$ cat config.mk
export PLATFORM = sky130hd
export DESIGN_NAME = byte_ring_buffer_burst
export DESIGN_NICKNAME = d
export VERILOG_FILES = /design/src/hdl/brb_pkg.sv /design/src/hdl/byte_ring_buffer_burst.sv /design/src/hdl/brb_lane.sv /design/src/hdl/brb_merge.sv
export VERILOG_INCLUDE_DIRS = /design/src /design/src/hdl
export SDC_FILE = /design/constraint.sdc
export NUM_CORES = 2
export LEC_CHECK = 0
export ABC_AREA = 1
export ABC_CLOCK_PERIOD_IN_PS = 5900
export BUFFER_PORTS_ARGS = -buffer_cell sky130_fd_sc_hd__buf_4
export CORE_UTILIZATION = 45
export DETAILED_ROUTE_END_ITERATION = 10
export PLACE_DENSITY = 0.64
export SLEW_MARGIN = 40
export SYNTH_ARGS = -nofsm -noshare
export SYNTH_HDL_FRONTEND = slang
export SYNTH_SLANG_ARGS = --single-unit
$ cat constraint.sdc
create_clock -name i_clk -period 5.9 [get_ports i_clk]
set_input_delay 0.295 -clock i_clk [delete_from_list [all_inputs] [get_ports i_clk]]
set_output_delay 0.295 -clock i_clk [all_outputs]
set_load 0.03 [all_outputs]
$ cat src/hdl/byte_ring_buffer_burst_macros.svh
`ifndef BYTE_RING_BUFFER_BURST_MACROS_SVH
`define BYTE_RING_BUFFER_BURST_MACROS_SVH

// same-cycle implication, checks off while reset is low
`define BRB_ASSERT_IMPL(label, clk, rst_n, ante, cons, msg) \
    label: assert property (@(posedge clk) disable iff (!rst_n) (ante) |-> (cons)) \
        else $error(msg);

// next-cycle implication
`define BRB_ASSERT_NEXT(label, clk, rst_n, ante, cons, msg) \
    label: assert property (@(posedge clk) disable iff (!rst_n) (ante) |=> (cons)) \
        else $error(msg);

`endif

$ cat src/hdl/brb_pkg.sv
`default_nettype none

package brb_pkg;

    localparam int DEPTH     = 256;
    localparam int MAX_BURST = 8;
    localparam int LANES     = 8;
    localparam int LANE_W    = 3;
    localparam int ROWS      = DEPTH / LANES;
    localparam int ROW_W     = 5;
    localparam int PTR_W     = 8;
    localparam int CAP_W     = 9;
    localparam int LEN_W     = 4;
    localparam int BYTE_W    = 8;
    localparam int DATA_W    = 64;
    localparam int APB_AW    = 3;
    localparam int APB_DW    = 32;

    localparam logic CMD_WRITE    = 1'b0;
    localparam logic CMD_READ     = 1'b1;
    localparam logic REG_CAPACITY = 1'b0;

    localparam logic [CAP_W-1:0] CAP_MAX   = CAP_W'(DEPTH);
    localparam logic [CAP_W-1:0] CAP_RESET = CAP_W'(DEPTH);

    typedef enum logic [1:0] {
        S_IDLE,
        S_SEG0,
        S_SEG1,
        S_DRAIN
    } t_state;

    // one contiguous run of ring slots, handed to every lane
    typedef struct packed {
        logic              go;
        logic              wr;
        logic              rd;
        logic [PTR_W-1:0]  start;
        logic [LEN_W-1:0]  count;
        logic [LEN_W-1:0]  offset;
    } t_seg;

    // what a lane read: its byte and where it goes in the beat
    typedef struct packed {
        logic              act;
        logic [LANE_W-1:0] idx;
        logic [BYTE_W-1:0] data;
    } t_lane_rd;

endpackage

`default_nettype wire

$ cat src/hdl/byte_ring_buffer_burst.sv
// Byte ring buffer taking bursts of 0 to 8 bytes per beat, packed first byte in bits 7..0.
// Storage is eight byte-wide banks of 32 rows; slot p lives in bank p mod 8, so a run of
// up to eight consecutive slots touches each bank at most once. A burst that wraps past
// the end of the ring takes longer to finish, because the part after the wrap needs a
// second pass through the banks; the input is ready again as the result is loaded. A
// finished result sits in an output register, so the next burst is taken while it waits;
// a result still waiting when the following one is done holds the input off until it is
// taken. Writing capacity (register 0, 1..256, zero acts as 1, more as 256) empties the
// ring; write it only while idle. Bytes are only ever read from slots a write filled.
`default_nettype none

`include "byte_ring_buffer_burst_macros.svh"

module byte_ring_buffer_burst
    import brb_pkg::*;
(
    input  wire logic              i_clk,
    input  wire logic              i_rst_n,
    input  wire logic              psel,
    input  wire logic              penable,
    input  wire logic              pwrite,
    input  wire logic [APB_AW-1:0] paddr,
    input  wire logic [APB_DW-1:0] pwdata,
    output logic [APB_DW-1:0]      prdata,
    output logic                   pready,
    input  wire logic              i_valid,
    output logic                   o_ready,
    input  wire logic              i_cmd,
    input  wire logic [LEN_W-1:0]  i_length,
    input  wire logic [DATA_W-1:0] i_write_data,
    output logic                   o_valid,
    input  wire logic              i_ready,
    output logic                   o_accepted,
    output logic [DATA_W-1:0]      o_read_data,
    output logic [CAP_W-1:0]       o_level,
    output logic                   o_is_full
);

    t_state            r_state, n_state;
    logic [CAP_W-1:0]  r_cap;
    logic [PTR_W-1:0]  r_rp, n_rp;
    logic [PTR_W-1:0]  r_wp, n_wp;
    logic              r_full, n_full;

    logic              r_cmd;
    logic              r_ok, n_ok;
    logic [PTR_W-1:0]  r_base;
    logic [LEN_W-1:0]  r_n0, n_n0;
    logic [LEN_W-1:0]  r_n1, n_n1;
    logic [DATA_W-1:0] r_wdata;
    logic [DATA_W-1:0] r_acc;

    logic              r_ovalid;
    logic              r_oacc;
    logic [DATA_W-1:0] r_odata;
    logic [CAP_W-1:0]  r_olevel;
    logic              r_ofull;

    logic              cfg_wr;
    logic              accept;
    logic              load_out;
    logic              merge_en;
    logic [CAP_W-1:0]  cap;
    logic [CAP_W-1:0]  occ;
    logic [CAP_W-1:0]  free_cnt;
    logic [PTR_W-1:0]  base;
    logic [CAP_W-1:0]  room;
    logic [CAP_W-1:0]  sum;
    logic [PTR_W-1:0]  new_ptr;
    t_seg              seg;
    t_lane_rd [LANES-1:0] lane_rd;
    logic [DATA_W-1:0] merged;

    // ---------------- configuration port ----------------
    assign pready = 1'b1;
    assign cfg_wr = psel && penable && pwrite && (paddr[APB_AW-1] == REG_CAPACITY);
    assign prdata = (paddr[APB_AW-1] == REG_CAPACITY) ? APB_DW'(r_cap) : '0;

    // ---------------- occupancy and decode ----------------
    always_comb begin
        cap = r_cap;
        if (r_cap == '0) begin
            cap = CAP_W'(1);
        end else if (r_cap > CAP_MAX) begin
            cap = CAP_MAX;
        end

        if (r_full) begin
            occ = cap;
        end else if (r_wp >= r_rp) begin
            occ = {1'b0, r_wp} - {1'b0, r_rp};
        end else begin
            occ = cap + {1'b0, r_wp} - {1'b0, r_rp};
        end
        free_cnt = cap - occ;

        n_ok = 1'b0;
        if (i_length <= LEN_W'(MAX_BURST)) begin
            if (i_cmd == CMD_WRITE) begin
                n_ok = CAP_W'(i_length) <= free_cnt;
            end else begin
                n_ok = CAP_W'(i_length) <= occ;
            end
        end

        base = (i_cmd == CMD_READ) ? r_rp : r_wp;
        room = cap - {1'b0, base};
        // for an accepted burst it stays below twice the capacity, one subtract wraps it
        sum  = {1'b0, base} + CAP_W'(i_length);
        if (sum >= cap) begin
            new_ptr = PTR_W'(sum - cap);
        end else begin
            new_ptr = sum[PTR_W-1:0];
        end

        n_n0 = '0;
        n_n1 = '0;
        if (n_ok) begin
            if (CAP_W'(i_length) <= room) begin
                n_n0 = i_length;
            end else begin
                n_n0 = room[LEN_W-1:0];
            end
            n_n1 = i_length - n_n0;
        end

        n_rp   = r_rp;
        n_wp   = r_wp;
        n_full = r_full;
        if (n_ok && (i_length != '0)) begin
            if (i_cmd == CMD_WRITE) begin
                n_wp = new_ptr;
                if (new_ptr == r_rp) begin
                    n_full = 1'b1;
                end
            end else begin
                n_rp   = new_ptr;
                n_full = 1'b0;
            end
        end
    end

    // ---------------- control ----------------
    always_comb begin
        n_state = r_state;
        case (r_state)
            S_IDLE: begin
                if (i_valid) begin
                    n_state = S_SEG0;
                end
            end
            S_SEG0: begin
                n_state = (r_n1 != '0) ? S_SEG1 : S_DRAIN;
            end
            S_SEG1: begin
                n_state = S_DRAIN;
            end
            S_DRAIN: begin
                if (!r_ovalid || i_ready) begin
                    n_state = S_IDLE;
                end
            end
            default: begin
                n_state = S_IDLE;
            end
        endcase
    end

    always_comb begin
        o_ready    = 1'b0;
        load_out   = 1'b0;
        merge_en   = 1'b0;
        seg.go     = 1'b0;
        seg.wr     = (r_cmd == CMD_WRITE);
        seg.rd     = (r_cmd == CMD_READ);
        seg.start  = r_base;
        seg.count  = r_n0;
        seg.offset = '0;
        case (r_state)
            S_IDLE: begin
                o_ready = 1'b1;
            end
            S_SEG0: begin
                seg.go = 1'b1;
            end
            S_SEG1: begin
                // second run restarts at slot zero after the wrap
                seg.go     = 1'b1;
                seg.start  = '0;
                seg.count  = r_n1;
                seg.offset = r_n0;
                merge_en   = 1'b1;
            end
            S_DRAIN: begin
                merge_en = 1'b1;
                load_out = !r_ovalid || i_ready;
            end
            default: begin
                o_ready = 1'b0;
            end
        endcase
    end

    assign accept = i_valid && o_ready;

    always_ff @(posedge i_clk) begin
        if (!i_rst_n) begin
            r_state <= S_IDLE;
            r_cap   <= CAP_RESET;
            r_rp    <= '0;
            r_wp    <= '0;
            r_full  <= 1'b0;
        end else begin
            r_state <= n_state;
            if (cfg_wr) begin
                r_cap  <= pwdata[CAP_W-1:0];
                r_rp   <= '0;
                r_wp   <= '0;
                r_full <= 1'b0;
            end else if (accept) begin
                r_rp   <= n_rp;
                r_wp   <= n_wp;
                r_full <= n_full;
            end
        end
    end

    always_ff @(posedge i_clk) begin
        if (accept) begin
            r_cmd   <= i_cmd;
            r_ok    <= n_ok;
            r_base  <= base;
            r_n0    <= n_n0;
            r_n1    <= n_n1;
            r_wdata <= i_write_data;
            r_acc   <= '0;
        end else if (merge_en) begin
            r_acc <= merged;
        end
    end

    // ---------------- byte lanes ----------------
    for (genvar b = 0; b < LANES; b++) begin : g_lane
        brb_lane u_lane (
            .i_clk        (i_clk),
            .i_rst_n      (i_rst_n),
            .i_bank       (LANE_W'(b)),
            .i_seg        (seg),
            .i_write_data (r_wdata),
            .o_rd         (lane_rd[b])
        );
    end

    brb_merge u_merge (
        .i_lanes (lane_rd),
        .i_acc   (r_acc),
        .o_data  (merged)
    );

    // ---------------- result register ----------------
    always_ff @(posedge i_clk) begin
        if (!i_rst_n) begin
            r_ovalid <= 1'b0;
        end else if (load_out) begin
            r_ovalid <= 1'b1;
        end else if (i_ready) begin
            r_ovalid <= 1'b0;
        end
    end

    // pointers already hold this beat's update, so occ is the level after it
    always_ff @(posedge i_clk) begin
        if (load_out) begin
            r_oacc   <= r_ok;
            r_odata  <= merged;
            r_olevel <= occ;
            r_ofull  <= r_full;
        end
    end

    assign o_valid     = r_ovalid;
    assign o_accepted  = r_oacc;
    assign o_read_data = r_odata;
    assign o_level     = r_olevel;
    assign o_is_full   = r_ofull;

    // ---------------- checks ----------------
    `BRB_ASSERT_IMPL(a_wp_range, i_clk, i_rst_n, 1'b1, ({1'b0, r_wp} < cap), "write pointer past capacity")
    `BRB_ASSERT_IMPL(a_full_ptrs, i_clk, i_rst_n, r_full, (r_wp == r_rp), "full with pointers apart")
    `BRB_ASSERT_IMPL(a_seg_len, i_clk, i_rst_n, (r_state == S_SEG0), ((r_n0 + r_n1) <= LEN_W'(MAX_BURST)), "burst split too long")
    `BRB_ASSERT_NEXT(a_accept_seq, i_clk, i_rst_n, accept && !cfg_wr, (r_state == S_SEG0), "accepted beat did not start")

endmodule

`default_nettype wire

$ cat src/hdl/brb_lane.sv
`default_nettype none

module brb_lane
    import brb_pkg::*;
(
    input  wire logic              i_clk,
    input  wire logic              i_rst_n,
    input  wire logic [LANE_W-1:0] i_bank,
    input  wire t_seg              i_seg,
    input  wire logic [DATA_W-1:0] i_write_data,
    output t_lane_rd               o_rd
);

    logic [BYTE_W-1:0] r_mem [ROWS];
    logic [BYTE_W-1:0] r_q;
    logic              r_act;
    logic [LANE_W-1:0] r_idx;

    logic [LANE_W-1:0] k;
    logic              active;
    logic [LANE_W-1:0] idx;
    logic [CAP_W-1:0]  pos;
    logic [ROW_W-1:0]  row;

    // slot start+k is the one of this run that falls in this bank
    always_comb begin
        k      = i_bank - i_seg.start[LANE_W-1:0];
        active = i_seg.go && ({1'b0, k} < i_seg.count);
        idx    = k + i_seg.offset[LANE_W-1:0];
        pos    = {1'b0, i_seg.start} + CAP_W'(k);
        row    = pos[PTR_W-1:LANE_W];
    end

    always_ff @(posedge i_clk) begin
        if (active && i_seg.wr) begin
            r_mem[row] <= i_write_data[{idx, 3'b000} +: BYTE_W];
        end
        if (active && i_seg.rd) begin
            r_q <= r_mem[row];
        end
    end

    always_ff @(posedge i_clk) begin
        if (!i_rst_n) begin
            r_act <= 1'b0;
            r_idx <= '0;
        end else if (i_seg.go) begin
            r_act <= active && i_seg.rd;
            r_idx <= idx;
        end
    end

    assign o_rd.act  = r_act;
    assign o_rd.idx  = r_idx;
    assign o_rd.data = r_q;

endmodule

`default_nettype wire

$ cat src/hdl/brb_merge.sv
`default_nettype none

module brb_merge
    import brb_pkg::*;
(
    input  wire t_lane_rd [LANES-1:0] i_lanes,
    input  wire logic [DATA_W-1:0]    i_acc,
    output logic [DATA_W-1:0]         o_data
);

    // each beat byte takes the lane that claims it, else keeps what it had
    always_comb begin
        o_data = i_acc;
        for (int j = 0; j < LANES; j++) begin
            for (int b = 0; b < LANES; b++) begin
                if (i_lanes[b].act && (i_lanes[b].idx == LANE_W'(j))) begin
                    o_data[j*BYTE_W +: BYTE_W] = i_lanes[b].data;
                end
            end
        end
    end

endmodule

`default_nettype wire

**Word level (Yosys, flattened, before mapping)**

Memory sizes are Yosys's and may differ from the RTL's. A register that Yosys moved wholly into a read port is not among the register bits.
Cells that the tools add are included.

- Output and inout bits: 110
- Register bits: 282
- Word-level logic and storage cells: 382
- Bits in writable memories: 2048
- Memories: 8
- Input bits: 111

Memory list:

| memory | depth | bits a word | rd ports | clocked after memory_dff | wr ports | RTL line | text |
|---|---|---|---|---|---|---|---|
| g_lane[0].u_lane.r_mem | 32 | 8 | 1 | 1 | 1 | brb_lane.sv:14 | `logic [BYTE_W-1:0] r_mem [ROWS];` |
| g_lane[1].u_lane.r_mem | 32 | 8 | 1 | 1 | 1 | brb_lane.sv:14 |  |
| g_lane[2].u_lane.r_mem | 32 | 8 | 1 | 1 | 1 | brb_lane.sv:14 |  |
| g_lane[3].u_lane.r_mem | 32 | 8 | 1 | 1 | 1 | brb_lane.sv:14 |  |
| g_lane[4].u_lane.r_mem | 32 | 8 | 1 | 1 | 1 | brb_lane.sv:14 |  |
| g_lane[5].u_lane.r_mem | 32 | 8 | 1 | 1 | 1 | brb_lane.sv:14 |  |
| +2 memories | n/a | n/a | n/a | n/a | n/a | n/a |  |

- Shift operators: 8
- Mux-type cells: 104
- Reduce and logical (&&, ||, !) cells: 116
- Eq/ne operators: 62
- Bitwise gates (word level): 4
- $add $sub $neg: 32
- Order comparisons: 15

Operators by type and width:

| cell | count |
|---|---|
| $mux W8 | 66 |
| $shiftx A64 B7 Y8 | 8 |
| $eq A3 B3 Y1 const B | 32 |
| $logic_and A1 B1 Y1 | 93 |
| $add A8 B3 Y8 | 8 |
| $eq A3 B2 Y1 const B | 16 |
| $mux W9 | 5 |
| $lt A3 B4 Y1 | 8 |
| $le A4 B9 Y1 | 3 |
| $mux W1 | 27 |
| $add A3 B3 Y3 | 8 |
| $eq A3 B1 Y1 const B | 8 |
| $logic_not A3 Y1 | 8 |
| $sub A9 B8 Y9 | 2 |
| $mux W16 | 1 |
| $sub A3 B3 Y3 const A | 4 |
| $add A8 B4 Y9 | 1 |
| $add A9 B8 Y9 | 1 |
| $ge A9 B9 Y1 | 1 |
| $gt A9 B9 Y1 const B | 1 |
| $logic_not A9 Y1 | 1 |
| $reduce_and A3 Y1 | 3 |
| $sub A8 B8 Y9 | 1 |
| $sub A9 B9 Y9 | 1 |
| other kinds (21) | 34 |

**Logic depth before layout (Yosys ltp)**

- Word-level depth: 13
- Depth in mapped cells: 34
- Gate-level depth less buffers: 34

**By module**

Synthesis repeated with hierarchy kept, for this count alone.

- Cells, all modules: 12822
- Area total of the unflattened synthesis: 119792.4 µm²

By module, submodules not included:

| module | area each (µm²) | instances | cells an instance |
|---|---|---|---|
| brb_lane (g_lane[3].u_lane ...) | 12657.1 | 3 | 1245 |
| brb_lane (g_lane[0].u_lane ...) | 12642.1 | 3 | 1245 |
| brb_lane (g_lane[6].u_lane) | 12617.1 | 1 | 1245 |
| brb_lane (g_lane[7].u_lane) | 12612.1 | 1 | 1245 |
| byte_ring_buffer_burst | 12002.8 | 1 | 1273 |
| brb_merge | 6662.6 | 1 | 1589 |

**Least setup slack after synthesis**

No wires, ideal clock.

- Kind: reg-to-reg
- Start: reg r_cap[0]
- End: reg r_full
- Arrival: 4.852 ns
- Path buffers: 0
- Cell stages (with the launch flop): 33
- Library setup time: 0.070 ns
- Slack: 0.978 ns
- Cells stage by stage: dfxtp_1 nor4_1 nand2_1 nand2_1 inv_1 nor2_1 inv_1 fa_1 inv_1 fa_1 or2_2 nand3_1 nand2_1 nand2_1 nand2_1 inv_1 ha_1 a21oi_1 o21ai_0 xnor2_1 ha_1 nand2_1 o21ai_0 nand3_1 nor2_1 nand3_1 nor2_1 nand3_1 nand3_2 nor2_1 nand2_1 nand2_1 a21oi_1

- Longest elaborated chain between the ends: 13
- Elaborated cells on any way between the ends: 20

Ends and longest elaborated chain:

| item | RTL line | text |
|---|---|---|
| start, declared | byte_ring_buffer_burst.sv:40 | `logic [CAP_W-1:0] r_cap;` |
| start signal, assigned | byte_ring_buffer_burst.sv:216 | `r_cap <= pwdata[CAP_W-1:0];` |
| $gt A9 B9 Y1 | byte_ring_buffer_burst.sv:84 | `end else if (r_cap > CAP_MAX) begin` |
| $mux W9 | byte_ring_buffer_burst.sv:84 |  |
| $mux W9 (*) | byte_ring_buffer_burst.sv:82 | `if (r_cap == '0) begin` |
| $add A9 B8 Y9 | byte_ring_buffer_burst.sv:93 | `occ = cap + {1'b0, r_wp} - {1'b0, r_rp};` |
| $sub A9 B8 Y9 | byte_ring_buffer_burst.sv:93 |  |
| $mux W9 | byte_ring_buffer_burst.sv:90 | `end else if (r_wp >= r_rp) begin` |
| $mux W9 (*) | byte_ring_buffer_burst.sv:88 | `if (r_full) begin` |
| net occ[2] | byte_ring_buffer_burst.sv:64 | `logic [CAP_W-1:0] occ;` |
| $sub A9 B9 Y9 | byte_ring_buffer_burst.sv:95 | `free_cnt = cap - occ;` |
| $le A4 B9 Y1 | byte_ring_buffer_burst.sv:100 | `n_ok = CAP_W'(i_length) <= free_cnt;` |
| $mux W1 (*) | byte_ring_buffer_burst.sv:99 | `if (i_cmd == CMD_WRITE) begin` |
| $mux W1 (*) | byte_ring_buffer_burst.sv:98 | `if (i_length <= LEN_W'(MAX_BURST)) begin` |
| $logic_and A1 B1 Y1 (*) | byte_ring_buffer_burst.sv:130 | `if (n_ok && (i_length != '0)) begin` |
| $reduce_and A3 Y1 (no source line) (*) | n/a |  |
| end signal, assigned | byte_ring_buffer_burst.sv:223 | `r_full <= n_full;` |
| end, declared | byte_ring_buffer_burst.sv:43 | `logic r_full, n_full;` |

Mark *: on every way through the listed nets, which the timed path passes. The rest lies on a longest branch.
A chain may end at the register's enable or synchronous reset.

**Worst setup path in the final report**

- Start: reg r_cap[4]
- End: reg r_rp[2]

- Longest elaborated chain between the ends: 13
- Elaborated cells on any way between the ends: 18

Ends and longest elaborated chain:

| item | RTL line | text |
|---|---|---|
| $gt A9 B9 Y1 | byte_ring_buffer_burst.sv:84 |  |
| $mux W9 | byte_ring_buffer_burst.sv:84 |  |
| $mux W9 (*) | byte_ring_buffer_burst.sv:82 |  |
| $add A9 B8 Y9 | byte_ring_buffer_burst.sv:93 |  |
| $sub A9 B8 Y9 | byte_ring_buffer_burst.sv:93 |  |
| $mux W9 | byte_ring_buffer_burst.sv:90 |  |
| $mux W9 (*) | byte_ring_buffer_burst.sv:88 |  |
| net occ[2] | byte_ring_buffer_burst.sv:64 |  |
| $sub A9 B9 Y9 | byte_ring_buffer_burst.sv:95 |  |
| $le A4 B9 Y1 | byte_ring_buffer_burst.sv:100 |  |
| $mux W1 (*) | byte_ring_buffer_burst.sv:99 |  |
| $mux W1 (*) | byte_ring_buffer_burst.sv:98 |  |
| $logic_and A1 B1 Y1 (*) | byte_ring_buffer_burst.sv:130 |  |
| $reduce_and A3 Y1 (no source line) (*) | n/a |  |
| end signal, assigned | byte_ring_buffer_burst.sv:221 | `r_rp <= n_rp;` |
| end, declared | byte_ring_buffer_burst.sv:41 | `logic [PTR_W-1:0] r_rp, n_rp;` |

Marks and branches as above.

==> summary.txt <==
Synthesis
  – Synthesized cell area: 0.1012 sq mm
  – Instance count of the mapped netlist: 8450
  – Most used flip-flop cell after synthesis: edfxtp_1
  – Simple-gate area share of the yosys netlist: 0.1200
  – Main combinational cell family by area after synthesis: compound AO/OA/AOI/OAI gates
  – Post-synth EDFFs: 2269
  – Share of cell area taken by muxes after synthesis: 0.003363
  – Share of flip-flops with an asynchronous set or reset: 0
  – Average instance area after synthesis: 11.97 sq um
  – Sequential area share after synthesis: 0.6961
  – Synthesized-area fraction occupied by ao, oa, aoi and oai cells: 0.1209
  – Fraction of synthesized cell area in xor and xnor cells: 0.006034
  – Distinct cells, synth: 65
  – Adder and majority cell fraction of the synthesized area: 0.01467
  – Number of warnings reported in the yosys synthesis log: 0
  – Number of flip-flops and latches in the synthesized netlist: 2384

Global route
  – Wire length of the first global-routing pass: 445400 microns
  – Initial antenna violation count: 10
  – Largest net degree at the start of global routing: 76
  – Via count of the first global-routing pass: 66250
  – Global router's overall resource usage: 0.2642
  – Sum of overflow across all layers after global routing: 0

STA
  – Pin slew with the least headroom to its limit: 0.9877 ns
  – Unrepaired setup endpoints after global routing: yes
  – Total of endpoints with negative setup slack in the final report: 0
  – Final slew viol count: 0
  – Clock period minus worst slack: 5.535 ns
  – Fraction of the cycle the final worst path needs: 0.9381
  – Setup skew after layout: 0.04763 ns
  – Hold Fails Final Rpt: 0
  – Top achievable clock speed: 180.7 MHz
  – Worst rel slew slack: 0.3355

Clock network
  – Latest clock arrival within the worst-skew pair: 0.90 ns
  – CTS Buffer Depth: 3
  – Clock root buffer master: clkbuf_16
  – CTS tree: done
  – Cts bufs inserted: 231
  – Clock Sink Count: 2384
  – CTS H-Tree Depth: 4
  – Worst-path clk slew: 0.07 ns

Floorplanning
  – Cell Rows: 173
  – I/O pin count: 221
  – Core area: 0.2230 sq mm
  – Die area: 0.2268 sq mm
  – Die Ht: 476.2 microns
  – Starting density of the core: 0.4539
  – Width of the die: 476.2 microns

Critical path
  – Launch instance of the worst register-to-register path: r_cap[4]
  – Slowest Stage Delay on Critical Path: 0.49 ns
  – Endpoint required time on the critical path: 6.66 ns
  – Largest driver fanout on the critical path: 10
  – Endpoint of the worst setup timing path: r_rp[2]
  – Cell with the biggest individual delay on the critical path: fa_1
  – Worst setup SP type: register
  – Arrival time of data at the critical path endpoint: 6.29 ns
  – Critical path origin: r_cap[4]
  – Type of destination of the critical path: register
  – Count of cells along the worst register-to-register path: 32
  – Cell repeated most along the worst path: nand2_1
  – Minimum setup slack among reg-to-reg paths: 0.37 ns
  – Destination of the worst register-to-register timing path: r_rp[2]
  – Critical path start-end classification: register to register

Layout
  – Most common library cell in the layout ignoring fill and taps: edfxtp_1
  – Filler-free cell count of the finished design: 11990
  – Highest-count cells in the layout ignoring fill and taps: edfxtp_1 (2269), nand2_1 (1860), a22oi_1 (755)
  – Share of final-layout standard cells stronger than drive strength 1: 0.1108
  – Number of nets in the final layout: 9029
  – Area growth from synthesis to final layout: 14.49%
  – Core utilization of the finished layout: 0.5196

Routing
  – Routed WL: 306100 microns
  – Vias per inst: 5.828
  – Max layer used: met5
  – Pre-antenna DRT Iters: 6
  – Average wire length per cell after detail routing: 25.54 microns
  – DR WL met3: 26850 microns
  – Count of nets left with antenna violations after detail routing: 0
  – Total number of vias: 69870
  – Initial detailed-routing violation count: 8696
  – Remaining DRCs: 0
  – Metal1 wirelength: 128000 microns
  – Met2 WL post-DR: 140000 microns

Job
  – Max-Cap Viols: 0

Status
  – Run status: finished, final reports clean

Place
  – Placed wire-length estimate: 207300 microns
  – Placed instance count: 11460
  – Placer congestion estimate: 1.000
  – Count of port buffers added during placement: 171

Worst hold path
  – Number of cells traversed by the worst hold path: 5
  – Path type of the worst min-delay path: primary input to register
[per-stage QoR]
| stage | hold slack [ns] | setup WS, ns | setup TNS [ns] | instance area, sq um |
|---|---|---|---|---|
| 3_3_place_gp | 0.4730 | 0.3375 | 0 | 107000 |
| 5_1_grt | 0.08564 | -0.04205 | -0.1352 | 115800 |
| 6_report | 0.07952 | 0.3654 | 0 | 115900 |
| 2_1_floorplan | 0.3939 | 0.9778 | 0 | 101300 |
| 4_1_cts | 0.01897 | 0.2822 | 0 | 115700 |
| 3_5_place_dp | 0.4745 | 0.3122 | 0 | 107200 |
[registers in the layout, summed over array words and instances (netlist names), 9 cells and up]
| signal | cells |
|---|---|
| g_lane.u_lane.r_mem | 2048 |
| g_lane.u_lane.r_q | 64 |
| o_read_data | 64 |
| r_acc | 64 |
| r_wdata | 64 |
| g_lane.u_lane.r_idx | 14 |
| o_level | 9 |
| r_cap | 9 |
[cells by family (layout without fill, tap and decap cells)]
family	count (synthesis)	after routing
AND/OR/NAND/NOR	2962	2962
flip-flops	2384	2384
AO/OA/AOI/OAI	1930	1930
buffers and inverters	973	1509
adder cells (fa/ha/maj)	109	109
XOR/XNOR	56	56
multiplexers	34	34
other	2	29
[what timing repair did]
item,CTS,global route
hold buffers,90,0
setup buffers,0,0
gates resized for setup,0,3
setup endpoints to repair,0,15
endpoints found under the hold margin,113,0
[cells in the mapped netlist (5+ instances only)]
cell type     n  area [sq um]
or2_1         6         37.54
nand2_2       5         31.28
buf_1        40         150.1
buf_2       117         585.6
fa_1         16         320.3
xor2_2        9         146.4
inv_2        42         157.7
nand4_1     125         782.0
xor2_1       33         289.0
o22ai_1      11         68.82
o221ai_1     12         105.1
nand2_1    1861          6985
ha_1         93          1164
mux2i_1      34         340.3
clkinv_1      7         26.28
or2_2        12         75.07
a41oi_1      18         157.7
edfxtp_1   2269         68140
a211oi_1     12         90.09
a22oi_1     755          5668
nor4_1       25         156.4
xnor2_1      11         96.34
nand3b_1      5         37.54
clkbuf_1    206         773.2
nor2_2       14         87.58
o21bai_1     26         195.2
buf_4        30         225.2
o21ai_0     523          2618
inv_1       523          1963
a2111oi_0    16         140.1
o21a_1        9         67.56
a31oi_1      11         68.82
clkbuf_2      6         30.03
dfxtp_1     115          2302
nor3_1       44         220.2
a21oi_1     396          1982
nor2_4        8         90.09
a21o_1       12         90.09
o211ai_1    112         840.8
nand3_1     257          1286
nor2_1      581          2181
[layout make-up]
| type | instances | area, sq um |
|---|---|---|
| multi-input cells | 5117 | 27630 |
| well taps | 2975 | 3722 |
| repair buffers | 502 | 4329 |
| flip-flops and latches | 2384 | 70440 |
| inverters | 573 | 2158 |
| diodes | 3 | 7.507 |
| clock inverters | 147 | 1498 |
| clock buffers | 287 | 6072 |
| fillers | 18980 | 107100 |
[routing by layer]
metal	track usage	up-vias
met5	0	-
met4	0.09268	8
met3	0.04329	523
met2	0.4092	3411
met1	0.3767	34470
li1	-	31450
[critical path: cells and delay by family, from the launching register on]
| kind | cells | cell delay [ns] |
|---|---|---|
| XOR/XNOR | 1 | 0.16 |
| buffers and inverters | 5 | 0.57 |
| AO/OA/AOI/OAI | 4 | 0.60 |
| AND/OR/NAND/NOR | 18 | 2.28 |
| adder cells (fa/ha/maj) | 4 | 1.49 |
| flip-flops | 1 | 0.31 |
[worst min-delay path by stage]
stage | start | to | slack [ns]
3_3_place_gp | i_write_data[31] | r_wdata[31] | 0.47
2_1_floorplan | i_cmd | r_cmd | 0.39
5_1_grt | penable | r_wp[1] | 0.09
4_1_cts | penable | r_wp[1] | 0.02
6_report | penable | r_wp[1] | 0.08
3_5_place_dp | i_write_data[0] | r_wdata[0] | 0.47
Power is not shown: default switching activity piles up to over one toggle a cycle in this logic, so the estimate is an artifact.
